<file path="src/fsp_pkg.sv">
// shared types and constants of the fixed rate send pacer
`timescale 1ns / 1ps
`default_nettype none

package fsp_pkg;

    localparam int TIME_W     = 63;
    localparam int SEQ_W      = 32;
    localparam int BYTES_W    = 16;
    localparam int RATE_W     = 40;
    localparam int CFG_W      = 32;
    localparam int CFG_DATA_W = 40;
    localparam int CFG_IDX_W  = 2;
    localparam int LEN_W      = BYTES_W + 1;
    // (65535 + 42) * 1e9 stays below 2^46, times eight below 2^49
    localparam int PROD_W     = 46;
    localparam int NUM_W      = PROD_W + 3;

    localparam logic [29:0]       NS_PER_SEC     = 30'd1000000000;
    localparam logic [LEN_W-1:0]  OVERHEAD_BYTES = 17'd42;

    localparam logic [RATE_W-1:0] RATE_RESET  = 40'd1000000;
    localparam logic [CFG_W-1:0]  TOL_RESET   = 32'd1000000;
    localparam logic [CFG_W-1:0]  QUIET_RESET = 32'd10000000;

    typedef enum logic [1:0] {
        REQ_CONNECT = 2'd0,
        REQ_SEND    = 2'd1,
        REQ_RESEND  = 2'd2,
        REQ_QUERY   = 2'd3
    } req_t;

    typedef enum logic [CFG_IDX_W-1:0] {
        CFG_RATE  = 2'd0,
        CFG_TOL   = 2'd1,
        CFG_QUIET = 2'd2
    } cfg_idx_t;

    typedef struct packed {
        logic [RATE_W-1:0] rate;
        logic [CFG_W-1:0]  tol;
        logic [CFG_W-1:0]  quiet;
    } cfg_t;

endpackage

`default_nettype wire

</file>
<file path="src/fixed_rate_send_pacer.sv">
// top level of the fixed rate send pacer
`timescale 1ns / 1ps
`default_nettype none

// Send pacer for a fixed bit rate, all times in nanoseconds. One request is
// taken at a time and gives one result beat. A connect and a timed-out
// resend go straight to the result and a query passes the tolerance compare;
// for a send or a paced resend the inter-send gap floor(8e9 * (bytes + 42) /
// rate) comes from a shared restoring divider that yields one of 49 quotient
// bits per cycle, followed by the restart compare and the saturating add onto
// the next send time. The result sits in an output register, so the next
// request is taken while an earlier result still waits. Configuration writes
// are always taken; a rate write of zero is ignored.
module fixed_rate_send_pacer (
    input  logic                            clk,
    input  logic                            rst_n,
    input  logic                            in_valid,
    output logic                            in_ready,
    input  logic [1:0]                      req_type,
    input  logic [fsp_pkg::TIME_W-1:0]      now_ns,
    input  logic [fsp_pkg::BYTES_W-1:0]     total_bytes,
    input  logic                            rto_resend,
    output logic                            out_valid,
    input  logic                            out_ready,
    output logic [fsp_pkg::SEQ_W-1:0]       seq_out,
    output logic [fsp_pkg::TIME_W-1:0]      wait_ns,
    output logic                            can_send,
    input  logic                            cfg_valid,
    output logic                            cfg_ready,
    input  logic [fsp_pkg::CFG_IDX_W-1:0]   cfg_index,
    input  logic [fsp_pkg::CFG_DATA_W-1:0]  cfg_data
);
    import fsp_pkg::*;

    typedef enum logic [2:0] {
        S_IDLE,
        S_MUL,
        S_DIV_GO,
        S_DIV_WAIT,
        S_BASE,
        S_ADD,
        S_QUERY,
        S_FIN
    } state_t;

    localparam logic [TIME_W-1:0] TIME_MAX = {TIME_W{1'b1}};

    cfg_t cfg;

    state_t              state_reg, state_next;
    logic [TIME_W-1:0]   now_reg, now_next;
    logic [BYTES_W-1:0]  bytes_reg, bytes_next;
    logic [PROD_W-1:0]   prod_reg, prod_next;
    logic [TIME_W-1:0]   base_reg, base_next;
    logic [TIME_W:0]     diff_reg, diff_next;
    logic [TIME_W-1:0]   next_send_reg, next_send_next;
    logic [SEQ_W-1:0]    seq_cnt_reg, seq_cnt_next;
    logic                connected_reg, connected_next;
    logic [SEQ_W-1:0]    seq_res_reg, seq_res_next;
    logic [TIME_W-1:0]   wait_res_reg, wait_res_next;
    logic                out_valid_reg, out_valid_next;
    logic [SEQ_W-1:0]    seq_out_reg, seq_out_next;
    logic [TIME_W-1:0]   wait_out_reg, wait_out_next;
    logic                can_out_reg, can_out_next;

    logic                accept;
    logic [LEN_W-1:0]    len;
    logic [PROD_W:0]     prod_full;
    logic [TIME_W:0]     limit;
    logic [TIME_W:0]     sum;
    logic                div_start;
    logic                div_busy;
    logic                div_done;
    logic [NUM_W-1:0]    gap;

    fsp_cfg u_cfg (
        .clk      (clk),
        .rst_n    (rst_n),
        .wr_en    (cfg_valid && cfg_ready),
        .wr_index (cfg_index),
        .wr_data  (cfg_data),
        .cfg      (cfg)
    );

    fsp_div #(
        .NUM_W (NUM_W),
        .DEN_W (RATE_W)
    ) u_div (
        .clk   (clk),
        .rst_n (rst_n),
        .start (div_start),
        .num   ({prod_reg, 3'b000}),
        .den   (cfg.rate),
        .busy  (div_busy),
        .done  (div_done),
        .quot  (gap)
    );

    assign cfg_ready = 1'b1;
    assign in_ready  = (state_reg == S_IDLE);
    assign accept    = in_valid && in_ready;
    assign div_start = (state_reg == S_DIV_GO);

    always_comb
    begin
        state_next     = state_reg;
        now_next       = now_reg;
        bytes_next     = bytes_reg;
        prod_next      = prod_reg;
        base_next      = base_reg;
        diff_next      = diff_reg;
        next_send_next = next_send_reg;
        seq_cnt_next   = seq_cnt_reg;
        connected_next = connected_reg;
        seq_res_next   = seq_res_reg;
        wait_res_next  = wait_res_reg;
        out_valid_next = out_valid_reg;
        seq_out_next   = seq_out_reg;
        wait_out_next  = wait_out_reg;
        can_out_next   = can_out_reg;

        len       = {1'b0, bytes_reg} + OVERHEAD_BYTES;
        prod_full = (PROD_W + 1)'(len) * (PROD_W + 1)'(NS_PER_SEC);
        limit     = {1'b0, next_send_reg} + (TIME_W + 1)'(cfg.quiet);
        sum       = {1'b0, base_reg} + (TIME_W + 1)'(gap);

        if (out_valid_reg && out_ready)
        begin
            out_valid_next = 1'b0;
        end

        case (state_reg)
            S_IDLE:
            begin
                if (accept)
                begin
                    now_next      = now_ns;
                    bytes_next    = total_bytes;
                    seq_res_next  = '0;
                    wait_res_next = '0;
                    case (req_t'(req_type))
                        REQ_CONNECT:
                        begin
                            connected_next = 1'b1;
                            state_next     = S_FIN;
                        end
                        REQ_SEND:
                        begin
                            seq_res_next = seq_cnt_reg;
                            seq_cnt_next = seq_cnt_reg + 1'b1;
                            state_next   = S_MUL;
                        end
                        REQ_RESEND:
                        begin
                            state_next = rto_resend ? S_FIN : S_MUL;
                        end
                        REQ_QUERY:
                        begin
                            diff_next  = {1'b0, next_send_reg} - {1'b0, now_ns};
                            state_next = S_QUERY;
                        end
                        default:
                        begin
                            state_next = S_FIN;
                        end
                    endcase
                end
            end
            S_MUL:
            begin
                prod_next  = prod_full[PROD_W-1:0];
                state_next = S_DIV_GO;
            end
            S_DIV_GO:
            begin
                state_next = S_DIV_WAIT;
            end
            S_DIV_WAIT:
            begin
                if (div_done)
                begin
                    state_next = S_BASE;
                end
            end
            S_BASE:
            begin
                // restart pacing from the packet time after a quiet spell
                if ({1'b0, now_reg} > limit)
                begin
                    base_next = now_reg;
                end
                else
                begin
                    base_next = next_send_reg;
                end
                state_next = S_ADD;
            end
            S_ADD:
            begin
                next_send_next = sum[TIME_W] ? TIME_MAX : sum[TIME_W-1:0];
                state_next     = S_FIN;
            end
            S_QUERY:
            begin
                // next - now above the tolerance means now + tol is still short
                if (!diff_reg[TIME_W] && (diff_reg[TIME_W-1:0] > TIME_W'(cfg.tol)))
                begin
                    wait_res_next = diff_reg[TIME_W-1:0];
                end
                state_next = S_FIN;
            end
            S_FIN:
            begin
                if (!out_valid_reg || out_ready)
                begin
                    out_valid_next = 1'b1;
                    seq_out_next   = seq_res_reg;
                    wait_out_next  = wait_res_reg;
                    can_out_next   = connected_reg;
                    state_next     = S_IDLE;
                end
            end
            default:
            begin
                state_next = S_IDLE;
            end
        endcase
    end

    always_ff @(posedge clk or negedge rst_n)
    begin
        if (!rst_n)
        begin
            state_reg     <= S_IDLE;
            now_reg       <= '0;
            bytes_reg     <= '0;
            prod_reg      <= '0;
            base_reg      <= '0;
            diff_reg      <= '0;
            next_send_reg <= '0;
            seq_cnt_reg   <= '0;
            connected_reg <= 1'b0;
            seq_res_reg   <= '0;
            wait_res_reg  <= '0;
            out_valid_reg <= 1'b0;
            seq_out_reg   <= '0;
            wait_out_reg  <= '0;
            can_out_reg   <= 1'b0;
        end
        else
        begin
            state_reg     <= state_next;
            now_reg       <= now_next;
            bytes_reg     <= bytes_next;
            prod_reg      <= prod_next;
            base_reg      <= base_next;
            diff_reg      <= diff_next;
            next_send_reg <= next_send_next;
            seq_cnt_reg   <= seq_cnt_next;
            connected_reg <= connected_next;
            seq_res_reg   <= seq_res_next;
            wait_res_reg  <= wait_res_next;
            out_valid_reg <= out_valid_next;
            seq_out_reg   <= seq_out_next;
            wait_out_reg  <= wait_out_next;
            can_out_reg   <= can_out_next;
        end
    end

    assign out_valid = out_valid_reg;
    assign seq_out   = seq_out_reg;
    assign wait_ns   = wait_out_reg;
    assign can_send  = can_out_reg;

    a_div_done_in_wait: assert property (@(posedge clk) disable iff (!rst_n)
        div_done |-> (state_reg == S_DIV_WAIT))
        else $error("divider finished outside its wait state");

    a_div_idle_when_ready: assert property (@(posedge clk) disable iff (!rst_n)
        in_ready |-> !div_busy)
        else $error("divider busy while a new request can be taken");

    a_next_send_only_on_add: assert property (@(posedge clk) disable iff (!rst_n)
        (state_reg != S_ADD) |=> $stable(next_send_reg))
        else $error("next send time changed outside the add step");

    a_seq_step: assert property (@(posedge clk) disable iff (!rst_n)
        (accept && (req_type == REQ_SEND)) |=> (seq_cnt_reg == $past(seq_cnt_reg) + 1'b1))
        else $error("sequence counter did not advance on a send");

    a_connected_sticky: assert property (@(posedge clk) disable iff (!rst_n)
        connected_reg |=> connected_reg)
        else $error("connected flag dropped");

endmodule

`default_nettype wire

</file>
<file path="src/fsp_cfg.sv">
// configuration registers of the send pacer
`timescale 1ns / 1ps
`default_nettype none

module fsp_cfg (
    input  logic                             clk,
    input  logic                             rst_n,
    input  logic                             wr_en,
    input  logic [fsp_pkg::CFG_IDX_W-1:0]    wr_index,
    input  logic [fsp_pkg::CFG_DATA_W-1:0]   wr_data,
    output fsp_pkg::cfg_t                    cfg
);
    import fsp_pkg::*;

    cfg_t cfg_reg;
    cfg_t cfg_next;

    always_comb
    begin
        cfg_next = cfg_reg;
        if (wr_en)
        begin
            case (cfg_idx_t'(wr_index))
                CFG_RATE:
                begin
                    // a zero rate is refused
                    if (wr_data[RATE_W-1:0] != '0)
                    begin
                        cfg_next.rate = wr_data[RATE_W-1:0];
                    end
                end
                CFG_TOL:   cfg_next.tol   = wr_data[CFG_W-1:0];
                CFG_QUIET: cfg_next.quiet = wr_data[CFG_W-1:0];
                default:   cfg_next = cfg_reg;
            endcase
        end
    end

    always_ff @(posedge clk or negedge rst_n)
    begin
        if (!rst_n)
        begin
            cfg_reg.rate  <= RATE_RESET;
            cfg_reg.tol   <= TOL_RESET;
            cfg_reg.quiet <= QUIET_RESET;
        end
        else
        begin
            cfg_reg <= cfg_next;
        end
    end

    assign cfg = cfg_reg;

endmodule

`default_nettype wire

</file>
<file path="src/fsp_div.sv">
// restoring divider, one quotient bit per cycle
`timescale 1ns / 1ps
`default_nettype none

module fsp_div #(
    parameter int NUM_W = fsp_pkg::NUM_W,
    parameter int DEN_W = fsp_pkg::RATE_W
) (
    input  logic             clk,
    input  logic             rst_n,
    input  logic             start,
    input  logic [NUM_W-1:0] num,
    input  logic [DEN_W-1:0] den,
    output logic             busy,
    output logic             done,
    output logic [NUM_W-1:0] quot
);
    import fsp_pkg::*;

    localparam int CNT_W = (NUM_W > 1) ? $clog2(NUM_W) : 1;
    localparam logic [CNT_W-1:0] LAST = CNT_W'(NUM_W - 1);

    logic             busy_reg, busy_next;
    logic [CNT_W-1:0] cnt_reg, cnt_next;
    logic [DEN_W-1:0] rem_reg, rem_next;
    logic [NUM_W-1:0] quot_reg, quot_next;
    logic [DEN_W-1:0] den_reg, den_next;

    logic [DEN_W:0]   shifted;
    logic [DEN_W+1:0] trial;

    always_comb
    begin
        shifted   = {rem_reg, quot_reg[NUM_W-1]};
        trial     = {1'b0, shifted} - {2'b00, den_reg};
        busy_next = busy_reg;
        cnt_next  = cnt_reg;
        rem_next  = rem_reg;
        quot_next = quot_reg;
        den_next  = den_reg;
        if (start)
        begin
            busy_next = 1'b1;
            cnt_next  = '0;
            rem_next  = '0;
            quot_next = num;
            den_next  = den;
        end
        else if (busy_reg)
        begin
            // numerator bits leave at the top while quotient bits enter below
            if (!trial[DEN_W+1])
            begin
                rem_next = trial[DEN_W-1:0];
            end
            else
            begin
                rem_next = shifted[DEN_W-1:0];
            end
            quot_next = {quot_reg[NUM_W-2:0], ~trial[DEN_W+1]};
            cnt_next  = cnt_reg + 1'b1;
            if (cnt_reg == LAST)
            begin
                busy_next = 1'b0;
            end
        end
    end

    always_ff @(posedge clk or negedge rst_n)
    begin
        if (!rst_n)
        begin
            busy_reg <= 1'b0;
            cnt_reg  <= '0;
            rem_reg  <= '0;
            quot_reg <= '0;
            den_reg  <= '0;
        end
        else
        begin
            busy_reg <= busy_next;
            cnt_reg  <= cnt_next;
            rem_reg  <= rem_next;
            quot_reg <= quot_next;
            den_reg  <= den_next;
        end
    end

    assign busy = busy_reg;
    assign done = busy_reg && (cnt_reg == LAST);
    assign quot = quot_reg;

endmodule

`default_nettype wire

</file>
<file path="config.mk">
export PLATFORM = sky130hd
export DESIGN_NAME = fixed_rate_send_pacer
export DESIGN_NICKNAME = d
export VERILOG_FILES = /design/src/fsp_pkg.sv /design/src/fixed_rate_send_pacer.sv /design/src/fsp_cfg.sv /design/src/fsp_div.sv
export SDC_FILE = /design/constraint.sdc
export NUM_CORES = 2
export LEC_CHECK = 0
export BUFFER_PORTS_ARGS = -buffer_cell sky130_fd_sc_hd__buf_2
export CAP_MARGIN = 15
export CORE_ASPECT_RATIO = 0.75
export CORE_MARGIN = 2
export CORE_UTILIZATION = 45
export DETAILED_ROUTE_END_ITERATION = 10
export PLACE_DENSITY_LB_ADDON = 0.25
export RECOVER_POWER = 50
export SKIP_LAST_GASP = 1
export SYNTH_ARGS = -nofsm -noshare
export SYNTH_HDL_FRONTEND = slang
export SYNTH_SLANG_ARGS = --single-unit
</file>
<file path="constraint.sdc">
create_clock -name clk -period 8.05 [get_ports clk]
set_input_delay 1.2075 -clock clk [delete_from_list [all_inputs] [get_ports clk]]
set_output_delay 1.2075 -clock clk [all_outputs]
set_load 0.05 [all_outputs]
</file>
==> metrics <==
Post-synth EDFFs 0; grt met1 use approximately two fifths; DR WL/cell about 20 um; hold slack between 0.4 and 0.5 ns; maximum vdd ir drop 185 uV; post-synthesis adder-cell area fraction between 10% and 20%; layout net count between 6000 and 7000; synth warn 0; setup TNS 0 ns; setup bufs post-CTS 0; Leakage between 20 and 30 nW; initial core utilization a little under half; RSZ-0062 raised after global routing false; clk slew on worst S/H paths approximately 0.06 ns; largest family of logic cells by synthesized area adder cells; IO Pins around 230; dpl cells 6755; Root Buffer clkbuf_16; Seq cells post-synth a little under 800; critical path arrival ~8.0 ns; CTS tree built; Non-Filler Instances about 6900; hold_buf cts 0; ANT nets after route 0; share of post-route cells with drive strength above 1 between 10% and 20%; reg-to-reg setup timing slack slightly below 0.6 ns; Synth async-reset ratio 100%; final critical-path share of the clock period between 90% and 100%; Largest register FFs between 100 and 150; first-pass GRT wire length 214000 um; drt initial violations between 2000 and 3000; Crit path max-delay family adder cells; area grow syn2layout 10.8%; # diodes 0; Final Setup Violations 0; Slew Limit Headroom -312%; chip width just under 400 um; Slew Viols, Final around 370; fillers about 10000; CP Depth 31; routing usage on met3 between 3 and 4%; Hold EP connected_reg; worst r2r src bytes_reg[1]; number of global-route vias before repair 36500; Syn Nets slightly below 6000; mux cell area share after synthesis under 10%; Seq/Total Area, Yosys 38.4%; initial antenna violation count 8; Critical Path Start Type register; Critical Path RT ~8.6 ns; status finished with violations; CTS Buf Count 82; design area about 0.056 mm^2; Clock H-tree levels 3; GR met2 Demand/Resource about a third; Crit Path Class register to register; hpwl dp approximately 100000 um; Area after DPL about 0.053 mm^2; GPL Wtd Cong roughly 0.9; Hold Vio Cnt, Final 0; Port Buffers between 200 and 250; post-synthesis xor/xnor area fraction slightly below 5%; Detailed Route WL around 140000 um; Detailed Routing Iterations Pass 1 6; Synth Area in Compound Gates between 15 and 20%; core area around 0.11 mm^2; Clock Skews 0.0628 ns; total via count in the routed design between 30000 and 40000; min-delay src connected_reg; largest net degree at the start of global routing roughly 170; vias per cell approximately 5.5; Longest Clk Path Bufs 3; GRT overflow 0; Synth Area in Simple Gates a little under an eighth; Distinct cells, synth 94; # DRC 0; Sink Count approximately 770; Top FF cell, synth dfrtp_1; actual transition at the worst max-transition pin just over 6 ns; total die area around 0.11 mm^2; Final min period 7.47 ns; Crit path buffers/inverters 8; Final Core Density approximately 50%; maxcap violations 7; chip height between 200 and 300 um; gr busiest metal met1; Tightest Hold Check Type register to register; Hold Crit Depth 1; r2r worst-path depth 31; worst r2r dst prod_reg[45]; failing checks max-capacitance violations, max-slew violations; post-synthesis cell area around 0.051 mm^2; power density cells between 200 and 250 mW/mm^2; All-Layer GR Usage between 20% and 30%; most used cell along the critical path inv_1; synthesized netlist cell count 5234; max incr delay on CP 0.55 ns; CP max stage cell fa_1; syn avg cell area 9.65 um^2; clock latency on the worst-skew pair between 0.7 and 0.8 ns; Setup crit end kind register; crit path max fanout 8; fmax between 100 and 150 MHz; PostCTS Resize Cnt 0; Site Rows ~110
## routing by layer
| layer | share of wire [%] | vias up |
|---|---|---|
| met2 | 40 | 895 |
| met3 | 5.7 | 139 |
| met1 | 53 | 18300 |
| met5 | 0 | - |
| li1 | - | 18400 |
| met4 | 1.9 | 0 |
## cells in the mapped netlist (6+ instances only)
cell type / n / area (um^2)
xnor2_1: 147 / 1290
a41oi_1: 8 / 70.1
o31ai_1: 21 / 158
xor2_1: 130 / 1140
mux2i_1: 186 / 1860
a22o_1: 35 / 307
o31a_1: 10 / 87.6
a311oi_1: 6 / 52.6
o21a_1: 36 / 270
nor3b_1: 7 / 52.6
a2111oi_0: 6 / 52.6
nand2_1: 524 / 1970
o21ai_1: 13 / 65.1
a31oi_1: 58 / 363
nand2b_1: 56 / 350
a21o_1: 163 / 1220
a211o_1: 11 / 96.3
a211oi_1: 19 / 143
o21ai_0: 384 / 1920
nor2b_1: 37 / 231
dfstp_2: 22 / 578
dfrtp_1: 752 / 18800
buf_1: 12 / 45.0
and3_1: 58 / 363
a21oi_1: 350 / 1750
a31o_2: 9 / 78.8
buf_6: 7 / 78.8
buf_2: 19 / 95.1
o21bai_1: 20 / 150
nor2_1: 296 / 1110
nor4_1: 29 / 181
fa_1: 142 / 2840
o211ai_1: 24 / 180
and2_1: 24 / 150
mux2_2: 206 / 2320
ha_1: 431 / 5390
nor3_1: 34 / 170
inv_1: 507 / 1900
and4_1: 11 / 96.3
nand3_1: 70 / 350
nand4_1: 67 / 419
or3_1: 11 / 68.8
clkbuf_1: 166 / 623
## cells in the final DEF (no fill, tap or decap), types with 142 or more instances in the layout
cell type  netlist  routed
dfrtp_1        752     752
nand2_1        524     523
inv_1          507     507
ha_1           431     431
o21ai_0        384     383
a21oi_1        350     349
nor2_1         296     294
buf_2           19     224
mux2_2         206     206
mux2i_1        186     186
a21o_1         163     163
xnor2_1        147     146
fa_1           142     142
## power breakdown
| group | switching (mW) | total [mW] | internal, mW |
|---|---|---|---|
| combinational | 1.53 | 2.68 | 1.15 |
| sequential | 0.229 | 4.44 | 4.21 |
| clock | 1.74 | 4.08 | 2.34 |
## worst max-delay path by stage
stage | from | endpoint | slack [ns]
6_report | bytes_reg[1] | prod_reg[45] | 0.58
5_1_grt | rst_n | seq_out[30] | 0.13
4_1_cts | bytes_reg[2] | prod_reg[45] | 0.34
3_5_place_dp | bytes_reg[2] | prod_reg[45] | 0.37
3_3_place_gp | bytes_reg[2] | prod_reg[45] | 0.51
2_1_floorplan | bytes_reg[1] | prod_reg[45] | 0.90
## metrics by stage
stage	setup WS (ns)	total power [mW]
6_report	0.579	11.2
5_1_grt	0.129	11.9
4_1_cts	0.337	11.3
3_5_place_dp	0.372	7.16
3_3_place_gp	0.512	7.12
2_1_floorplan	0.900	6.48
## cell type report
| cell class | count | area [um^2] | area share, % |
|---|---|---|---|
| sequential | 774 | 19400 | 34.6 |
| inverter | 507 | 1900 | 3.40 |
| tap | 1458 | 1820 | 3.26 |
| timing repair buffer | 272 | 1500 | 2.68 |
| clock buffer | 113 | 2350 | 4.20 |
| clock inverter | 40 | 586 | 1.05 |
| multi-input combinational | 3746 | 28400 | 50.8 |
## cell families (layout without fill, tap and decap cells)
| logic type | after synthesis | count (layout) |
|---|---|---|
| compound gates | 1253 | 1253 |
| simple gates | 1249 | 1249 |
| flops | 774 | 774 |
| buf+inv | 714 | 932 |
| fa+ha+maj | 573 | 573 |
| mux | 393 | 393 |
| xor+xnor | 277 | 277 |
| other cells | 1 | 1 |
## worst register-to-register path: cells and delay by family (launching register included)
kind | cells | cell delay, ns
buf+inv | 8 | 0.81
fa+ha+maj | 8 | 3.40
compound gates | 9 | 2.03
xor+xnor | 2 | 0.21
flops | 1 | 0.38
simple gates | 4 | 0.53
No activity file was read; power rests on OpenSTA's default activity.
